[src/rtl/servo_command_frame_parser_defines.svh]
// Assertion macros shared by the frame parser RTL
`ifndef SERVO_COMMAND_FRAME_PARSER_DEFINES_SVH
`define SERVO_COMMAND_FRAME_PARSER_DEFINES_SVH

// Same-cycle implication, checked on every rising edge outside reset
`define SCFP_ASSERT_NOW(label, ante, cons) \
	label: assert property (@(posedge clk) disable iff (!arst_n) (ante) |-> (cons)) \
		else $error("scfp assertion failed");

// Next-cycle implication, checked on every rising edge outside reset
`define SCFP_ASSERT_NEXT(label, ante, cons) \
	label: assert property (@(posedge clk) disable iff (!arst_n) (ante) |=> (cons)) \
		else $error("scfp assertion failed");

`endif

[src/rtl/scfp_pkg.sv]
// Package: types, register map and character codes of the frame parser
package scfp_pkg;

	localparam int unsigned BYTE_W  = 8;
	localparam int unsigned ANGLE_W = 10;
	localparam int unsigned ADDR_W  = 4;
	localparam int unsigned DATA_W  = 32;

	// Register indexes (word address paddr[3:2])
	localparam logic [1:0] REG_START_BYTE = 2'd0;
	localparam logic [1:0] REG_END_BYTE   = 2'd1;
	localparam logic [1:0] REG_MAX_ANGLE  = 2'd2;

	// Reset values of the registers
	localparam logic [BYTE_W-1:0]  START_BYTE_RST = 8'h02;
	localparam logic [BYTE_W-1:0]  END_BYTE_RST   = 8'h03;
	localparam logic [ANGLE_W-1:0] MAX_ANGLE_RST  = 10'd180;

	// Character codes
	localparam logic [BYTE_W-1:0] CH_SPACE = 8'h20;
	localparam logic [BYTE_W-1:0] CH_TAB   = 8'h09;
	localparam logic [BYTE_W-1:0] CH_CR    = 8'h0D;
	localparam logic [BYTE_W-1:0] CH_PLUS  = 8'h2B;
	localparam logic [BYTE_W-1:0] CH_ZERO  = 8'h30;
	localparam logic [BYTE_W-1:0] CH_NINE  = 8'h39;

	// Configuration seen by the parser
	typedef struct packed {
		logic [BYTE_W-1:0]  start_byte;
		logic [BYTE_W-1:0]  end_byte;
		logic [ANGLE_W-1:0] max_angle;
	} cfg_t;

	// Offset of the next byte within a frame
	typedef enum logic [2:0] {
		POS_HUNT = 3'd0,
		POS_CMD  = 3'd1,
		POS_V0   = 3'd2,
		POS_V1   = 3'd3,
		POS_V2   = 3'd4,
		POS_END  = 3'd5
	} pos_t;

	// Progress through the value characters
	typedef enum logic [1:0] {
		PH_PRE    = 2'd0,
		PH_SIGN   = 2'd1,
		PH_DIGITS = 2'd2,
		PH_DONE   = 2'd3
	} phase_t;

	function automatic logic is_blank(input logic [BYTE_W-1:0] c);
		return (c == CH_SPACE) || (c >= CH_TAB && c <= CH_CR);
	endfunction

	function automatic logic is_digit(input logic [BYTE_W-1:0] c);
		return (c >= CH_ZERO) && (c <= CH_NINE);
	endfunction

endpackage

[src/rtl/scfp_if.sv]
// Stream channels: received bytes in, decoded angles out
interface scfp_rx_if;
	import scfp_pkg::*;
	logic              valid;
	logic              ready;
	logic [BYTE_W-1:0] rx_byte;

	modport source (output valid, output rx_byte, input ready);
	modport sink   (input valid, input rx_byte, output ready);
endinterface

interface scfp_angle_if;
	import scfp_pkg::*;
	logic               valid;
	logic               ready;
	logic [ANGLE_W-1:0] angle;

	modport source (output valid, output angle, input ready);
	modport sink   (input valid, input angle, output ready);
endinterface

[src/rtl/scfp_apb_regs.sv]
// APB register block: start byte, end byte and angle limit
module scfp_apb_regs (
	input  logic                        clk,
	input  logic                        arst_n,
	input  logic                        psel,
	input  logic                        penable,
	input  logic                        pwrite,
	input  logic [scfp_pkg::ADDR_W-1:0] paddr,
	input  logic [scfp_pkg::DATA_W-1:0] pwdata,
	output logic [scfp_pkg::DATA_W-1:0] prdata,
	output logic                        pready,
	output scfp_pkg::cfg_t              cfg
);
	import scfp_pkg::*;

	logic [1:0] reg_idx;
	logic       wr_en;
	cfg_t       cfg_q;

	assign reg_idx = paddr[ADDR_W-1:2];
	assign pready  = 1'b1;
	assign wr_en   = psel && penable && pwrite && pready;
	assign cfg     = cfg_q;

	// Register writes
	always_ff @(posedge clk or negedge arst_n) begin
		if (!arst_n) begin
			cfg_q.start_byte <= START_BYTE_RST;
			cfg_q.end_byte   <= END_BYTE_RST;
			cfg_q.max_angle  <= MAX_ANGLE_RST;
		end else if (wr_en) begin
			unique case (reg_idx)
				REG_START_BYTE: cfg_q.start_byte <= pwdata[BYTE_W-1:0];
				REG_END_BYTE:   cfg_q.end_byte   <= pwdata[BYTE_W-1:0];
				REG_MAX_ANGLE:  cfg_q.max_angle  <= pwdata[ANGLE_W-1:0];
				default: ;
			endcase
		end
	end

	// Read-back mux
	always_comb begin
		prdata = '0;
		unique case (reg_idx)
			REG_START_BYTE: prdata = {{(DATA_W-BYTE_W){1'b0}}, cfg_q.start_byte};
			REG_END_BYTE:   prdata = {{(DATA_W-BYTE_W){1'b0}}, cfg_q.end_byte};
			REG_MAX_ANGLE:  prdata = {{(DATA_W-ANGLE_W){1'b0}}, cfg_q.max_angle};
			default:        prdata = '0;
		endcase
	end

endmodule

[src/rtl/servo_command_frame_parser.sv]
// Top level: servo command frame parser
// Takes one received byte per beat on rx_ch and hunts for the start byte; a frame is start,
// command byte, three value characters and the end byte at offset five. Leading white space
// and a plus sign are skipped, decimal digits are read up to the first non-digit, and a frame
// with at least one digit and a value no larger than max_angle gives one angle beat on
// angle_ch. Throughput is one byte per cycle unless a held angle waits on angle_ch: the byte
// goes into an input register, the frame state and result are worked out combinationally and
// land in the output register, which may hold a result while the next byte is taken.
// Registers (APB, word addresses): 0x0 start byte (reset 0x02), 0x4 end byte (reset 0x03),
// 0x8 max angle (reset 180); write them only while the parser is idle.
`include "servo_command_frame_parser_defines.svh"

module servo_command_frame_parser (
	input  logic                        clk,
	input  logic                        arst_n,
	input  logic                        psel,
	input  logic                        penable,
	input  logic                        pwrite,
	input  logic [scfp_pkg::ADDR_W-1:0] paddr,
	input  logic [scfp_pkg::DATA_W-1:0] pwdata,
	output logic [scfp_pkg::DATA_W-1:0] prdata,
	output logic                        pready,
	scfp_rx_if.sink                     rx_ch,
	scfp_angle_if.source                angle_ch
);
	import scfp_pkg::*;

	cfg_t               cfg;

	// Input register
	logic               valid_s1;
	logic [BYTE_W-1:0]  byte_s1;

	// Frame state
	pos_t               pos_q, pos_d;
	phase_t             phase_q, phase_d;
	logic [ANGLE_W-1:0] acc_q, acc_d;
	logic               bad_q, bad_d;

	// Output register
	logic               out_valid_q;
	logic [ANGLE_W-1:0] angle_q;

	logic               advance;
	logic               res_valid;
	logic               is_end;
	logic [ANGLE_W-1:0] digit_val;
	logic [ANGLE_W-1:0] acc_x10;

	scfp_apb_regs u_regs (
		.clk     (clk),
		.arst_n  (arst_n),
		.psel    (psel),
		.penable (penable),
		.pwrite  (pwrite),
		.paddr   (paddr),
		.pwdata  (pwdata),
		.prdata  (prdata),
		.pready  (pready),
		.cfg     (cfg)
	);

	// Stage 1 moves on whenever the output register is free or being drained
	assign advance        = !out_valid_q || angle_ch.ready;
	assign rx_ch.ready    = !valid_s1 || advance;
	assign angle_ch.valid = out_valid_q;
	assign angle_ch.angle = angle_q;

	assign is_end    = (byte_s1 == cfg.end_byte);
	assign digit_val = {{(ANGLE_W-4){1'b0}}, byte_s1[3:0]};
	assign acc_x10   = (acc_q << 3) + (acc_q << 1);

	// Input register
	always_ff @(posedge clk or negedge arst_n) begin
		if (!arst_n) begin
			valid_s1 <= 1'b0;
		end else if (rx_ch.ready) begin
			valid_s1 <= rx_ch.valid;
		end
	end

	always_ff @(posedge clk) begin
		if (rx_ch.ready) begin
			byte_s1 <= rx_ch.rx_byte;
		end
	end

	// Next frame state
	always_comb begin
		pos_d   = pos_q;
		phase_d = phase_q;
		acc_d   = acc_q;
		bad_d   = bad_q;
		unique case (pos_q)
			POS_HUNT: begin
				pos_d = (byte_s1 == cfg.start_byte) ? POS_CMD : POS_HUNT;
			end
			POS_CMD: begin
				if (is_end) begin
					pos_d = (byte_s1 == cfg.start_byte) ? POS_CMD : POS_HUNT;
				end else begin
					pos_d = POS_V0;
				end
			end
			POS_V0, POS_V1, POS_V2: begin
				if (is_end) begin
					pos_d   = (byte_s1 == cfg.start_byte) ? POS_CMD : POS_HUNT;
					phase_d = PH_PRE;
					acc_d   = '0;
					bad_d   = 1'b0;
				end else begin
					pos_d = (pos_q == POS_V2) ? POS_END :
						(pos_q == POS_V1) ? POS_V2 : POS_V1;
					unique case (phase_q)
						PH_PRE: begin
							if (is_blank(byte_s1)) begin
								phase_d = PH_PRE;
							end else if (byte_s1 == CH_PLUS) begin
								phase_d = PH_SIGN;
							end else if (is_digit(byte_s1)) begin
								acc_d   = digit_val;
								phase_d = PH_DIGITS;
							end else begin
								bad_d   = 1'b1;
								phase_d = PH_DONE;
							end
						end
						PH_SIGN: begin
							if (is_digit(byte_s1)) begin
								acc_d   = digit_val;
								phase_d = PH_DIGITS;
							end else begin
								bad_d   = 1'b1;
								phase_d = PH_DONE;
							end
						end
						PH_DIGITS: begin
							if (is_digit(byte_s1)) begin
								acc_d = acc_x10 + digit_val;
							end else begin
								phase_d = PH_DONE;
							end
						end
						default: ;
					endcase
				end
			end
			POS_END: begin
				// a good end byte closes the frame; anything else may open a new one
				phase_d = PH_PRE;
				acc_d   = '0;
				bad_d   = 1'b0;
				pos_d   = (!is_end && byte_s1 == cfg.start_byte) ? POS_CMD : POS_HUNT;
			end
			default: begin
				phase_d = PH_PRE;
				acc_d   = '0;
				bad_d   = 1'b0;
				pos_d   = (byte_s1 == cfg.start_byte) ? POS_CMD : POS_HUNT;
			end
		endcase
	end

	// Result of the current byte
	always_comb begin
		res_valid = 1'b0;
		unique case (pos_q)
			POS_END: begin
				res_valid = is_end && !bad_q &&
					(phase_q == PH_DIGITS || phase_q == PH_DONE) &&
					(acc_q <= cfg.max_angle);
			end
			default: res_valid = 1'b0;
		endcase
	end

	// Frame state registers
	always_ff @(posedge clk or negedge arst_n) begin
		if (!arst_n) begin
			pos_q   <= POS_HUNT;
			phase_q <= PH_PRE;
			acc_q   <= '0;
			bad_q   <= 1'b0;
		end else if (valid_s1 && advance) begin
			pos_q   <= pos_d;
			phase_q <= phase_d;
			acc_q   <= acc_d;
			bad_q   <= bad_d;
		end
	end

	// Output register
	always_ff @(posedge clk or negedge arst_n) begin
		if (!arst_n) begin
			out_valid_q <= 1'b0;
		end else if (advance) begin
			out_valid_q <= valid_s1 && res_valid;
		end
	end

	always_ff @(posedge clk) begin
		if (advance && valid_s1 && res_valid) begin
			angle_q <= acc_q;
		end
	end

	// Checks
	`SCFP_ASSERT_NOW(a_res_at_end, valid_s1 && res_valid, pos_q == POS_END && !bad_q)
	`SCFP_ASSERT_NOW(a_angle_in_limit, out_valid_q, angle_q <= cfg.max_angle)
	`SCFP_ASSERT_NEXT(a_end_closes, valid_s1 && advance && pos_q == POS_END && is_end,
		pos_q == POS_HUNT && phase_q == PH_PRE && !bad_q)

endmodule
[src/flat_wrapper.sv]
// flat-port wrapper written by rule: the top's interface ports become plain ports
module servo_command_frame_parser_flat import scfp_pkg::*;
  (clk, arst_n, psel, penable, pwrite, paddr, pwdata, prdata, pready, rx_ch_valid, rx_ch_rx_byte, rx_ch_ready, angle_ch_valid, angle_ch_angle, angle_ch_ready);
  scfp_rx_if rx_ch_i ();
  scfp_angle_if angle_ch_i ();
  input  logic clk;
  input  logic arst_n;
  input  logic psel;
  input  logic penable;
  input  logic pwrite;
  input  logic [scfp_pkg::ADDR_W-1:0] paddr;
  input  logic [scfp_pkg::DATA_W-1:0] pwdata;
  output logic [scfp_pkg::DATA_W-1:0] prdata;
  output logic pready;
  input wire logic [$bits(rx_ch_i.valid)-1:0] rx_ch_valid;
  input wire logic [$bits(rx_ch_i.rx_byte)-1:0] rx_ch_rx_byte;
  output wire logic [$bits(rx_ch_i.ready)-1:0] rx_ch_ready;
  output wire logic [$bits(angle_ch_i.valid)-1:0] angle_ch_valid;
  output wire logic [$bits(angle_ch_i.angle)-1:0] angle_ch_angle;
  input wire logic [$bits(angle_ch_i.ready)-1:0] angle_ch_ready;
  assign rx_ch_i.valid = rx_ch_valid;
  assign rx_ch_i.rx_byte = rx_ch_rx_byte;
  assign rx_ch_ready = rx_ch_i.ready;
  assign angle_ch_valid = angle_ch_i.valid;
  assign angle_ch_angle = angle_ch_i.angle;
  assign angle_ch_i.ready = angle_ch_ready;
  servo_command_frame_parser u_core (.clk(clk), .arst_n(arst_n), .psel(psel), .penable(penable), .pwrite(pwrite), .paddr(paddr), .pwdata(pwdata), .prdata(prdata), .pready(pready), .rx_ch(rx_ch_i), .angle_ch(angle_ch_i));
endmodule
[config.mk]
export PLATFORM = sky130hd
export DESIGN_NAME = servo_command_frame_parser_flat
export DESIGN_NICKNAME = d
export VERILOG_FILES = /design/src/rtl/scfp_pkg.sv /design/src/rtl/scfp_if.sv /design/src/rtl/scfp_apb_regs.sv /design/src/rtl/servo_command_frame_parser.sv /design/src/flat_wrapper.sv
export VERILOG_INCLUDE_DIRS = /design/src /design/src/rtl
export SDC_FILE = /design/constraint.sdc
export NUM_CORES = 1
export LEC_CHECK = 0
export BUFFER_PORTS_ARGS = -buffer_cell sky130_fd_sc_hd__clkbuf_2
export CELL_PAD_IN_SITES_DETAIL_PLACEMENT = 0
export CELL_PAD_IN_SITES_GLOBAL_PLACEMENT = 1
export CORE_MARGIN = 2
export CORE_UTILIZATION = 40
export DETAILED_ROUTE_END_ITERATION = 8
export GPL_TIMING_DRIVEN = 0
export HOLD_SLACK_MARGIN = 0.06
export PLACE_DENSITY = 0.79
export SYNTH_ARGS = -nofsm -noshare
export SYNTH_HDL_FRONTEND = slang
export SYNTH_SLANG_ARGS = --single-unit
[constraint.sdc]
create_clock -name clk -period 4.1 [get_ports clk]
set_clock_uncertainty 0.2 [all_clocks]
set_input_delay 0.41 -clock clk [delete_from_list [all_inputs] [get_ports clk]]
set_output_delay 0.41 -clock clk [all_outputs]
set_load 0.02 [all_outputs]
# After elaboration in Yosys (flattened, before gate mapping)
# Cells that the tools add are included.
dict set report op_classes {
  muxes 29
  magnitude_cmp 5
  reduce_logical 30
  bitwise_logic 1
  n_eq_ne 20
  addsub 2
}
# op count
set op_table {}
lappend op_table {{one-hot mux 10 bit (3 select lines)} 2}
lappend op_table {{2-to-1 mux 10 bit} 5}
lappend op_table {{one-hot mux 10 bit (2 select lines)} 1}
lappend op_table {{== test 8 x 6 -> 1 bit, second input constant} 2}
lappend op_table {{== test 8 bit} 2}
lappend op_table {{!= test 4 x 3 -> 1 bit, second input constant} 4}
lappend op_table {{2-to-1 mux 3 bit} 4}
lappend op_table {{logical AND 1 bit} 11}
lappend op_table {{adder 10 bit} 1}
lappend op_table {{adder 10 x 4 -> 10 bit} 1}
lappend op_table {{<= comparator 10 bit} 1}
lappend op_table {{one-hot mux 3 bit (3 select lines)} 1}
lappend op_table {{>= comparator 8 x 4 -> 1 bit, second input constant} 1}
lappend op_table {{>= comparator 8 x 6 -> 1 bit, second input constant} 1}
lappend op_table {{<= comparator 8 x 4 -> 1 bit, second input constant} 1}
lappend op_table {{<= comparator 8 x 6 -> 1 bit, second input constant} 1}
lappend op_table {{2-to-1 mux 1 bit} 8}
lappend op_table {{2-to-1 mux 2 bit} 4}
lappend op_table {{== test 2 bit, second input constant} 3}
lappend op_table {{== test 3 x 2 -> 1 bit, second input constant} 2}
lappend op_table {{== test 3 bit, second input constant} 2}
lappend op_table {{one-hot mux 2 bit (3 select lines)} 1}
lappend op_table {{AND reduction 2 bit} 3}
lappend op_table {{AND reduction 6 bit} 1}
lappend op_table {{15 further kinds} 24}
dict set report word_totals {
  elab_cells 98
  out_inout_bits 45
  inputBits 51
  ff_bits 62
}

# Logic depth before layout (Yosys ltp)
# Gate-level depths: netlist of run 1.
dict set report depth {
  word_depth 8
  depth_mapped 10
  depth_no_buf 9
}

# Cells and area by module
# A second synthesis of run 1 with hierarchy kept.
dict set report unflattened {
  cells_unflattened 360
  hier_area_um2 3968.8
}
# mod seq_area_each_um2 instances area_each_um2 cells_each
set modules_own_cells {}
lappend modules_own_cells {servo_command_frame_parser 991.0 1 2567.5 247}
lappend modules_own_cells {scfp_apb_regs 659.4 1 1401.3 113}

# Worst setup path before layout of run 1
# Ideal clock, no wire load.
dict set report synth_timing {
  kind {register to register}
  from {register u_core.acc_q[3]}
  to {register u_core.angle_q[0], in the netlist u_core.angle_ch.angle[0] (enable)}
  stages_incl_launch_ff 7
  t_required_ps 3466
  path_buffers 0
  slack_ps 457
  t_arrival_ps 3009
  cell_sequence {dfrtp_1 ha_1 a21o_1 a21o_1 a21oi_1 o211ai_1 a2111oi_0}
}
dict set report synth_between {
  elab_chain_cells 4
}
# element line
set synth_lines {}
lappend synth_lines {{start, declared} servo_command_frame_parser.sv:37} ;# logic [ANGLE_W-1:0] acc_q, acc_d;
lappend synth_lines {{start signal, assigned} servo_command_frame_parser.sv:182} ;# acc_q <= '0;
lappend synth_lines {{start signal, assigned} servo_command_frame_parser.sv:187} ;# acc_q <= acc_d;
lappend synth_lines {{<= comparator 10 bit} servo_command_frame_parser.sv:171} ;# (acc_q <= cfg.max_angle);
lappend synth_lines {{logical AND 1 bit} servo_command_frame_parser.sv:170} ;# (phase_q == PH_DIGITS || phase_q == PH_DONE) &&
lappend synth_lines {{2-to-1 mux 1 bit} servo_command_frame_parser.sv:167} ;# unique case (pos_q)
lappend synth_lines {{logical AND 1 bit} servo_command_frame_parser.sv:202} ;# if (advance && valid_s1 && res_valid) begin
lappend synth_lines {{end signal, assigned} servo_command_frame_parser.sv:203} ;# angle_q <= acc_q;
lappend synth_lines {{end, declared} servo_command_frame_parser.sv:42} ;# logic [ANGLE_W-1:0] angle_q;
# No other way between the ends.
# A chain may end at the register's enable or synchronous reset.

# Worst setup path in the final report of run 1
dict set report layout_timing {
  from {register u_core.acc_q[0]}
  to {register u_core.acc_q[8]}
}
dict set report layout_between {
  elab_chain_cells 6
}
# element line
set layout_lines {}
lappend layout_lines {{adder 10 bit} servo_command_frame_parser.sv:71} ;# assign acc_x10 = (acc_q << 3) + (acc_q << 1);
lappend layout_lines {{adder 10 x 4 -> 10 bit} servo_command_frame_parser.sv:139} ;# acc_d = acc_x10 + digit_val;
lappend layout_lines {{2-to-1 mux 10 bit} servo_command_frame_parser.sv:138} ;# if (is_digit(byte_s1)) begin
lappend layout_lines {{one-hot mux 10 bit (3 select lines)} servo_command_frame_parser.sv:114} ;# unique case (phase_q)
lappend layout_lines {{2-to-1 mux 10 bit} servo_command_frame_parser.sv:106} ;# if (is_end) begin
lappend layout_lines {{one-hot mux 10 bit (2 select lines)} servo_command_frame_parser.sv:94} ;# unique case (pos_q)
# No other way between the ends. The select of a mux whose other input is x is not followed.

==> results of run 1 <==
[how the worst min path moves through the flow]
stage                               startpoint                  endpoint  slack [ps]  cells after the start
after floorplan                         arst_n           u_core.acc_q[0]         -90                      0
after global placement         u_core.acc_q[9]  u_core.angle_ch.angle[9]         310                      0
after detailed placement  u_core.u_regs.cfg[2]      u_core.u_regs.cfg[2]         320                      2
after CTS                     rx_ch_rx_byte[2]         u_core.byte_s1[2]          60                      1
after global routing          rx_ch_rx_byte[2]         u_core.byte_s1[2]          60                      1
final                                   arst_n     u_core.u_regs.cfg[18]          70                      1
[registers in the layout (all words and copies together) (netlist names)]
| register | flops |
|---|---|
| u_core.acc_q | 10 |
| u_core.angle_ch.angle | 10 |
| u_core.angle_ch.valid | 1 |
| u_core.bad_q | 1 |
| u_core.byte_s1 | 8 |
| u_core.phase_q | 2 |
| u_core.pos_q | 3 |
| u_core.u_regs.cfg | 26 |
| u_core.valid_s1 | 1 |
[layer usage]
metal	vias up	global-route usage, %	wire length, µm
met5	-	0	0
met4	0	6.78	220
met3	15	4.00	432
met1	1344	23.2	4040
li1	1438	-	-
met2	82	27.0	3700
[kinds of logic after synthesis]
group / Yosys count / share of synthesized area [%]
XOR/XNOR: 24 / 5.77
AND/OR/NAND/NOR: 87 / 11.8
flip-flops: 62 / 42.3
multiplexers: 29 / 8.01
buffers and inverters: 57 / 8.62
other: 2 / 0.192
AO/OA/AOI/OAI: 73 / 13.3
adder cells (fa/ha/maj): 30 / 10.0
[final cells by class]
class                      count  area share (%)
clock buffer                  12            3.12
buffer                        35            5.46
inverter                      22            1.78
tap                          133            3.58
clock inverter                 4           0.484
timing repair buffer          57            7.05
sequential                    62            35.5
multi-input combinational    266            43.0
[worst reg2reg max path, delay by kind of cell (launching register included)]
kind | cells | cell delay (ps)
AOI/OAI and AO/OA | 3 | 620
adders and majority gates | 2 | 1020
buffers and inverters | 2 | 180
and+or+nand+nor | 2 | 220
DFF | 1 | 430
[where the power goes]
group	switching (mW)	internal, mW
clock	0.230	0.233
sequential	0.0996	0.744
combinational	0.316	0.264
[per-stage QoR]
stage	instance area, µm²	utilization (%)	setup TNS, ps
global placement	4390	45.5	-556
CTS	4640	48.1	0
detailed placement	4400	45.7	0
floorplan	3980	-	0
finish	4650	48.2	0
global route	4650	48.2	0
[synthesized netlist by cell type, types with 3 or more instances]
library cell  number
nand3_1            6
edfxtp_1          18
and2_1             4
nand2_1           26
nor2b_1            5
a22o_1             7
o21ai_0           22
mux2i_1           11
o2bb2ai_1          4
dfstp_2            7
buf_4             24
buf_6              4
inv_1             22
a21o_1             4
nor2_1            14
mux2_2            18
a21oi_1            8
nand4_1            5
nand3b_1           3
o21bai_1           3
nand2b_1           4
xor2_1             8
clkbuf_1           4
dfrtp_1           37
ha_1              28
nor3_1             7
xnor2_1           14
[what timing repair did]
item,CTS,global route
hold buffers,7,1
endpoints found under the hold margin,7,1
resized for setup,0,0
==> summary.md, run 1 <==
| Metric | Value |
|---|---|
| Netlist cell types | `58` |
| CP Depth | `9` |
| Dpl ws | `1320 ps` |
| Critical path fanouts, max | `4` |
| First-pass GRT wire length | `13800 µm` |
| EDFF count, synth | `18` |
| Final wirelength | `8390 µm` |
| WP buf/inv | `2` |
| Cts bufs inserted | `9` |
| Placed Instances | `567` |
| Fin nets | `534` |
| Mapped Avg Cell Area | `10.7 µm²` |
| Seq cells post-synth | `62` |
| Sink Count | `62` |
| Synth area leaders | `dfrtp_1 24%, edfxtp_1 14%, ha_1 9.0%` |
| First-pass DRT Iterations | `4` |
| # fillers | `949` |
| Antenna Nets Post-Route | `0` |
| Total Power | `1.89 mW` |
| Crit path cell chain | `inv_1, fa_1, inv_1, fa_1, a21o_1, a21oi_1, nand3b_1, nand3_1, a22o_1` |
| Most common cell after layout, fill and taps aside | `clkbuf_2` |
| Top Family by Delay on Critical Path | `adder cells` |
| Async SR Flop Fraction | `71.0%` |
| Vias in the first global route | `2846` |
| Clock period minus worst slack | `2770 ps` |
| Post-DR vias/cell | `4.87` |
| Initial antenna violation count | `0` |
| Synth warn | `0` |
| MaxCap Viol Count | `0` |
| Core box area | `9640 µm²` |
| Critical path class | `reg2reg` |
| Layout area overhead | `19.1%` |
| Static leakage | `2.15 nW` |
| Fin crit share | `67.7%` |
| Worst-path clk slew | `70 ps` |
| Die area | `10600 µm²` |
| I/O Pins | `96` |
| Sequential share of the synthesized area | `42.3%` |
| Slowest stage delay, CP | `550 ps` |
| Crit. End Element | `register` |
| Dpl hpwl | `6520 µm` |
| CP endpoint | `u_core.acc_q[8]` |
| Finished Layout Cells | `591` |
| Peak supply drop | `0.237 mV` |
| PD cells | `406 nW/µm²` |
| Arrival @ worst endpoint | `2800 ps` |
| Slew of the pin with the lowest slew margin | `1090 ps` |
| IO buf count | `48` |
| FF/Latch Area | `1650 µm²` |
| Slew HR | `27.3%` |
| Post-synth top flop | `dfrtp_1` |
| Commonest non-fill, non-tap cells in the layout | `48 x clkbuf_2, 37 x dfrtp_1, 28 x ha_1, 26 x nand2_1, 25 x buf_4` |
| Final hold viol count | `0` |
| Final setup fails | `0` |
| CP Launch Point | `u_core.acc_q[0]` |
| Buffer count from post-CTS setup fixing | `0` |
| Clock Tree Buf Depth | `2` |
| GP Congestion | `0.833` |
| Grt ovf | `0` |
| Worst r2r src | `u_core.acc_q[0]` |
| Total GRT Usage | `17.2%` |
| Mapped Area | `3900 µm²` |
| Status | `finished, final reports clean` |
| H-tree levels | `3` |
| Via Count | `2879` |
| Peak Freq | `0.361 GHz` |
| CP max-delay cell | `fa_1` |
| WHS | `66.1 ps` |
| R2R depth | `9` |
| R2r endpoint | `u_core.acc_q[8]` |
| Clock Latency Late Sink | `340 ps` |
| Share of layout cells above drive strength 1 | `28.4%` |
| Required @ worst endpoint | `4130 ps` |
| Leading area contributor after synthesis | `dfrtp_1` |
| Post-synthesis cell count | `364` |
| CTS root buf | `clkbuf_8` |
| Tightest Hold Check Type | `in2async` |
| Chip width | `103 µm` |
| Final max-slew violation count | `0` |
| Residual DRC | `0` |
| # rows | `36` |
| Worst setup margin | `1330 ps` |
| Unrepaired setup endpoints after global routing | `no` |
| Number of diodes | `0` |
| CTS tree | `yes` |
| Initial Utilization | `40.5%` |
| Pin count of the biggest net entering global routing | `45` |
| Post-detailed-route wirelength per cell | `14.2 µm` |
| Reg2Reg Setup Slack | `1330 ps` |
| Startpoint types | `register` |
| Top cell type's share of synthesized area | `23.7%` |
| 1st-iter DRT viols | `104` |
| Die Ht | `103 µm` |
| Multi-input gate area | `2000 µm²` |
(Power assumes the default switching activity.)
==> inputs of run 2 (changes only) <==
- CORE_UTILIZATION: 40 -> 38
- PLACE_DENSITY: 0.79 -> 0.78
- clock period: 4.1 -> 2.3 ns (I/O delays scaled with it)
==> run 2 against run 1 <==
  * The run now ends with setup timing left
  * Combinational power rose by 110%
  * Clock power increased by 94%
  * Sequential power grew 79%
  * Global-route usage fell by 0.43 points
  * Utilization up 4.6 points
  * Critical path depth fell by 1
  * Worst setup slack got worse by 1500 ps
  * Wire length rose by 10%
  * Fmax increased by 12%
  * Power increased by 92%
  * Cell count is 5.9% higher
  * Largest cell class unchanged
  * Largest power group unchanged
==> summary.md, run 2 (synthesis results as in run 1) <==
| Metric | Value |
|---|---|
| Setup TNS | `-2170 ps (was 0 ps)` |
| Post-DR vias/cell | `4.95 (was 4.87)` |
| Failing checks | `setup timing` |
| Required @ worst endpoint | `2170 ps (was 4130 ps)` |
| Fin crit share | `108% (was 67.7%)` |
| Initial antenna violation count | `0 (unchanged)` |
| Clock Latency Late Sink | `340 ps (about the same)` |
| Post-detailed-route wirelength per cell | `14.8 µm (was 14.2 µm)` |
| Die area | `11100 µm² (was 10600 µm²)` |
| Sink Count | `62 (unchanged)` |
| Clock period minus worst slack | `2480 ps (was 2770 ps)` |
| Max layer used | `met4 (unchanged)` |
| Initial Utilization | `39.6% (was 40.5%)` |
| Fin nets | `569 (was 534)` |
| H-tree levels | `3 (unchanged)` |
| Final max-slew violation count | `0 (unchanged)` |
| CTS root buf | `clkbuf_8 (unchanged)` |
| I/O Pins | `96 (unchanged)` |
| Die Ht | `105 µm (was 103 µm)` |
| Met2 routed WL | `4510 µm (was 3700 µm)` |
| Peak Freq | `0.403 GHz (was 0.361 GHz)` |
| Cts bufs inserted | `9 (unchanged)` |
| Slew HR | `24.5% (was 27.3%)` |
| CTS tree | `yes (unchanged)` |
| R2R depth | `8 (was 9)` |
| Total Power | `3.63 mW (was 1.89 mW)` |
| Layout area overhead | `33.5% (was 19.1%)` |
| IO buf count | `48 (unchanged)` |
| MaxCap Viol Count | `0 (unchanged)` |
| Critical path fanouts, max | `5 (was 4)` |
| Crit path cell chain | `ha_1, nand4_1, nor2_4, a21oi_2, o211ai_1, a2111oi_4, buf_4, clkbuf_16 (was inv_1, fa_1, inv_1, fa_1, a21o_1, a21oi_1, nand3b_1, nand3_1, a22o_1)` |
| Grt ovf | `0 (unchanged)` |
| Met3 WL | `462 µm (was 432 µm)` |
| Worst-path clk slew | `70 ps (about the same)` |
| Arrival @ worst endpoint | `2350 ps (was 2800 ps)` |
| Final hold viol count | `0 (unchanged)` |
| Dpl hpwl | `6500 µm (was 6520 µm)` |
| Tightest Hold Check Type | `in2reg (was in2async)` |
| First-pass GRT wire length | `14500 µm (was 13800 µm)` |
| Antenna Nets Post-Route | `0 (unchanged)` |
| Most common cell after layout, fill and taps aside | `clkbuf_2 (unchanged)` |
| Unrepaired setup endpoints after global routing | `yes (was no)` |
| Status | `finished with violations (was finished, final reports clean)` |
| Startpoint types | `register (unchanged)` |
| Static leakage | `2.35 nW (was 2.15 nW)` |
| # fillers | `876 (was 949)` |
| Pin count of the biggest net entering global routing | `45 (unchanged)` |
| Residual DRC | `0 (unchanged)` |
| # rows | `36 (unchanged)` |
| CP max-delay cell | `dfrtp_1 (was fa_1)` |
| Commonest non-fill, non-tap cells in the layout | `48 x clkbuf_2, 46 x buf_4, 34 x dfrtp_1, 25 x nand2_1, 23 x conb_1 (was 48 x clkbuf_2, 37 x dfrtp_1, 28 x ha_1, 26 x nand2_1, 25 x buf_4)` |
| GP Congestion | `0.824 (was 0.833)` |
| Peak supply drop | `0.323 mV (was 0.237 mV)` |
| Chip width | `105 µm (was 103 µm)` |
| Critical path class | `reg2reg (unchanged)` |
| Hold depth | `4` |
| Number of flip-flops in the largest register | `26 (unchanged)` |
| Slowest stage delay, CP | `460 ps (was 550 ps)` |
| Crit. End Element | `register (unchanged)` |
| Via Count | `3096 (was 2879)` |
| Final wirelength | `9260 µm (was 8390 µm)` |
| Worst setup margin | `-184 ps (was 1330 ps)` |
| Number of diodes | `0 (unchanged)` |
| Clock Tree Buf Depth | `2 (unchanged)` |
| Core box area | `9860 µm² (was 9640 µm²)` |
| Total GRT Usage | `16.8% (was 17.2%)` |
| First-pass DRT Iterations | `6 (was 4)` |
| Share of layout cells above drive strength 1 | `37.7% (was 28.4%)` |
| PD cells | `696 nW/µm² (was 406 nW/µm²)` |
| Metal1 wirelength | `4140 µm (was 4040 µm)` |
| Slew of the pin with the lowest slew margin | `1130 ps (was 1090 ps)` |
| Final setup fails | `14 (was 0)` |
| 1st-iter DRT viols | `97 (was 104)` |
| Vias in the first global route | `2947 (was 2846)` |
run 2: cell types whose count changed in the layout (fill, tap and decap cells not counted), sizes merged:
cell / change
clkbuf: +2
clkinv: -3
buf: +22
inv: +1
dlygate4sd3: +13
run 2: where the power goes:
| group | total, mW | internal, mW | switching, mW | leakage, nW |
|---|---|---|---|---|
| clock network | 0.896 | 0.481 | 0.415 | 0.0933 |
| registers | 1.51 | 1.33 | 0.183 | 0.700 |
| logic | 1.22 | 0.575 | 0.645 | 1.55 |
run 2: area by class of cell:
type	instances	area, µm²	share of cell area (%)
clock inverters	2	13.8	0.264
multi-input cells	266	2190	42.0
flip-flops and latches	62	1650	31.7
plain buffers	33	253	4.85
clock buffers	14	173	3.31
repair buffers	94	681	13.1
well taps	133	166	3.19
inverters	22	85.1	1.63
run 2: final timing paths:
kind | to | slack [ps] | startpoint
max reg2reg | u_core.angle_ch.angle[9] | -180 | u_core.acc_q[6]
max in group asynchronous | u_core.acc_q[2] | 680 | arst_n
max | u_core.angle_ch.angle[9] | -180 | u_core.acc_q[6]
min in group asynchronous | u_core.pos_q[2] | 430 | arst_n
min | u_core.u_regs.cfg[4] | 80 | paddr[2]
min reg2reg | u_core.angle_ch.angle[9] | 290 | u_core.acc_q[9]
run 2: per-layer routing:
layer  GRT usage (%)  vias up
li1                -     1506
met2            27.3       87
met5               0        -
met4            5.05        0
met1            22.1     1493
met3            4.14       10
run 2: metrics by stage:
stage	setup slack (ps)	std cells	utilization (%)	hold slack (ps)	cell area, µm²
global route	-316	626	52.8	87.7	5210
floorplan	-162	385	-	-266	4030
CTS	-212	613	50.4	65.6	4970
finish	-184	626	52.8	80.1	5210
detailed placement	-580	566	45.0	209	4440
global placement	-569	566	45.0	209	4440
run 2: timing repair:
item                                    in CTS  in global routing
hold endpoints to repair                    73                  0
endpoints found under the setup margin      14                 20
cloned                                       0                  1
buffers inserted                            10                 14
gates resized for setup                     11                 24
hold buffers                                21                  0
pin swaps                                    6                 15
run 2: worst max-delay path, delay by kind of cell, from the launching register on:
kind                     cells  cell delay (ps)
adder cells (fa/ha/maj)      1              320
AND/OR/NAND/NOR              2              240
buffers and inverters        2              340
flip-flops                   1              460
AO/OA/AOI/OAI                3              640
==> inputs of run 3 (changes only) <==
- SKIP_CTS_REPAIR_TIMING: default -> 1
==> run 3 against run 2 <==
  * The run still ends with setup timing left
  * Register-to-register slack got worse by 150 ps
  * Fmax fell by 5.7%
  * Critical path type unchanged
  * Wire length fell by 4.0%
  * Critical endpoint is now u_core.angle_ch.angle[5]
  * Final area fell by 1.4%
  * Power fell by 0.93%
  * Critical path depth fell by 1
  * Non-clock buffer count fell by 7
  * Die area did not move
  * Clock-buffer cell count did not move
  * Global-route usage fell by 0.76 points
  * Sequential cell count did not move
  * Sequential power barely moved
==> summary.md, run 3 (synthesis results as in run 1) <==
| Metric | Value |
|---|---|
| Residual DRC | `0 (unchanged)` |
| Commonest non-fill, non-tap cells in the layout | `48 x clkbuf_2, 41 x buf_4, 35 x dfrtp_1, 25 x nand2_1, 23 x conb_1 (was 48 x clkbuf_2, 46 x buf_4, 34 x dfrtp_1, 25 x nand2_1, 23 x conb_1)` |
| Startpoint types | `register (unchanged)` |
| Critical path class | `reg2reg (unchanged)` |
| Dpl hpwl | `6500 µm (unchanged)` |
| Number of diodes | `0 (unchanged)` |
| Vias in the first global route | `2756 (was 2947)` |
| Pin count of the biggest net entering global routing | `45 (unchanged)` |
| Most common cell after layout, fill and taps aside | `clkbuf_2 (unchanged)` |
| Layout area overhead | `31.7% (was 33.5%)` |
| Worst setup margin | `-333 ps (was -184 ps)` |
| Placed Instances | `566 (unchanged)` |
| I/O Pins | `96 (unchanged)` |
| Worst r2r src | `u_core.acc_q[6] (unchanged)` |
| Required @ worst endpoint | `2150 ps (was 2170 ps)` |
| H-tree levels | `3 (unchanged)` |
| Grt ovf | `0 (unchanged)` |
| Unrepaired setup endpoints after global routing | `yes (unchanged)` |
| Number of flip-flops in the largest register | `26 (unchanged)` |
| First-pass GRT wire length | `13800 µm (was 14500 µm)` |
| CP Launch Point | `u_core.acc_q[6] (unchanged)` |
| R2R depth | `7 (was 8)` |
| CP max-delay cell | `a2111oi_4 (was dfrtp_1)` |
| Failing checks | `setup timing (unchanged)` |
| Share of layout cells above drive strength 1 | `36.0% (was 37.7%)` |
| Chip width | `105 µm (unchanged)` |
| Critical path fanouts, max | `5 (unchanged)` |
| CTS tree | `yes (unchanged)` |
| Post-detailed-route wirelength per cell | `14.4 µm (was 14.8 µm)` |
| R2r endpoint | `u_core.angle_ch.angle[5] (was u_core.angle_ch.angle[9])` |
| Tightest Hold Check Type | `in2reg (unchanged)` |
| 1st-iter DRT viols | `94 (was 97)` |
| Clock period minus worst slack | `2630 ps (was 2480 ps)` |
| Final max-slew violation count | `0 (unchanged)` |
| Core box area | `9860 µm² (unchanged)` |
| Reg2Reg Setup Slack | `-330 ps (was -180 ps)` |
| Final wirelength | `8890 µm (was 9260 µm)` |
| Crit path cell chain | `ha_1, nand4_1, nor2_2, a21oi_1, o211ai_1, a2111oi_4, clkbuf_16 (was ha_1, nand4_1, nor2_4, a21oi_2, o211ai_1, a2111oi_4, buf_4, clkbuf_16)` |
| Die area | `11100 µm² (unchanged)` |
| CP endpoint | `u_core.angle_ch.angle[5] (was u_core.angle_ch.angle[9])` |
| WHS | `66.6 ps (was 80.1 ps)` |
| Sink Count | `62 (unchanged)` |
| Peak supply drop | `0.316 mV (was 0.323 mV)` |
| # fillers | `883 (was 876)` |
| Clock Latency Late Sink | `340 ps (about the same)` |
| CTS root buf | `clkbuf_8 (unchanged)` |
| Clock Tree Buf Depth | `2 (unchanged)` |
| Initial antenna violation count | `0 (unchanged)` |
| First-pass DRT Iterations | `4 (was 6)` |
| Finished Layout Cells | `619 (was 626)` |
| Slew HR | `26.2% (was 24.5%)` |
| Total GRT Usage | `16.0% (was 16.8%)` |
| MaxCap Viol Count | `0 (unchanged)` |
| Arrival @ worst endpoint | `2490 ps (was 2350 ps)` |
| Die Ht | `105 µm (unchanged)` |
| Fin nets | `562 (was 569)` |
| PD cells | `699 nW/µm² (was 696 nW/µm²)` |
| # rows | `36 (unchanged)` |
| Slowest stage delay, CP | `560 ps (was 460 ps)` |
| Initial Utilization | `39.6% (unchanged)` |
| Via Count | `3020 (was 3096)` |
| Final setup fails | `14 (unchanged)` |
| Post-DR vias/cell | `4.88 (was 4.95)` |
| Cts bufs inserted | `9 (unchanged)` |
| Slew of the pin with the lowest slew margin | `1110 ps (was 1130 ps)` |
| Dpl ws | `-580 ps (unchanged)` |
| Final hold viol count | `0 (unchanged)` |
| GP Congestion | `0.824 (unchanged)` |
| Crit. End Element | `register (unchanged)` |
| Fin crit share | `114% (was 108%)` |
| Antenna Nets Post-Route | `0 (unchanged)` |
| IO buf count | `48 (unchanged)` |
| Static leakage | `2.32 nW (was 2.35 nW)` |
| Status | `finished with violations (unchanged)` |
| Worst-path clk slew | `70 ps (about the same)` |
| Peak Freq | `0.380 GHz (was 0.403 GHz)` |
## run 3: cell types whose count changed in the layout (fill, tap and decap cells not counted), sizes merged
| cell | delta |
|---|---|
| buf | -7 |
| clkbuf | +1 |
| dlygate4sd3 | -1 |
## run 3: final cells by class
class                   count  area [µm²]  area share (%)
clock inverters             2        13.8           0.268
well taps                 133         166            3.24
repair buffers             87         631            12.3
plain buffers              33         249            4.84
multi-input cells         266        2170            42.2
inverters                  22        85.1            1.65
clock buffers              14         173            3.36
flip-flops and latches     62        1650            32.1
## run 3: critical path, delay by kind of cell, from the launching register on
kind | cells | cell delay, ps
and+or+nand+nor | 2 | 200
DFF | 1 | 460
AOI/OAI and AO/OA | 3 | 910
buffers and inverters | 1 | 250
adders and majority gates | 1 | 320
## run 3: report_power, final
group	internal [mW]	switching (mW)	leakage [nW]
Clock	0.481	0.404	0.0933
Combinational	0.568	0.630	1.52
Sequential	1.33	0.183	0.702
## run 3: metal layers
| metal | part of all wire, % | wire, µm | vias to the layer above | GRT usage, % |
|---|---|---|---|---|
| li1 | - | - | 1492 | - |
| met1 | 47 | 4140 | 1445 | 21.5 |
| met2 | 48 | 4280 | 78 | 25.2 |
| met3 | 4.2 | 377 | 5 | 4.33 |
| met4 | 1.1 | 97 | 0 | 5.05 |
| met5 | 0 | 0 | - | 0 |
## run 3: worst min-delay path by stage
stage	start	end	slack (ps)	depth (start not counted)
after floorplan	arst_n	u_core.acc_q[0]	-270	0
after global placement	rx_ch_rx_byte[3]	u_core.byte_s1[3]	210	1
after detailed placement	rx_ch_rx_byte[3]	u_core.byte_s1[3]	210	1
after CTS	rx_ch_rx_byte[3]	u_core.byte_s1[3]	-160	1
after global routing	paddr[2]	u_core.u_regs.cfg[4]	90	4
final	angle_ch_ready	u_core.angle_ch.valid	70	4
## run 3: stage by stage
| step | util, % | setup TNS [ps] | power (mW) | area [µm²] |
|---|---|---|---|---|
| 2_1_floorplan | - | -1750 | 2.29 | 4030 |
| 3_3_place_gp | 45.0 | -6430 | 2.53 | 4440 |
| 3_5_place_dp | 45.0 | -6560 | 2.56 | 4440 |
| 4_1_cts | 46.9 | -6660 | 3.45 | 4620 |
| 5_1_grt | 52.1 | -5330 | 3.83 | 5140 |
| 6_report | 52.1 | -3880 | 3.59 | 5140 |
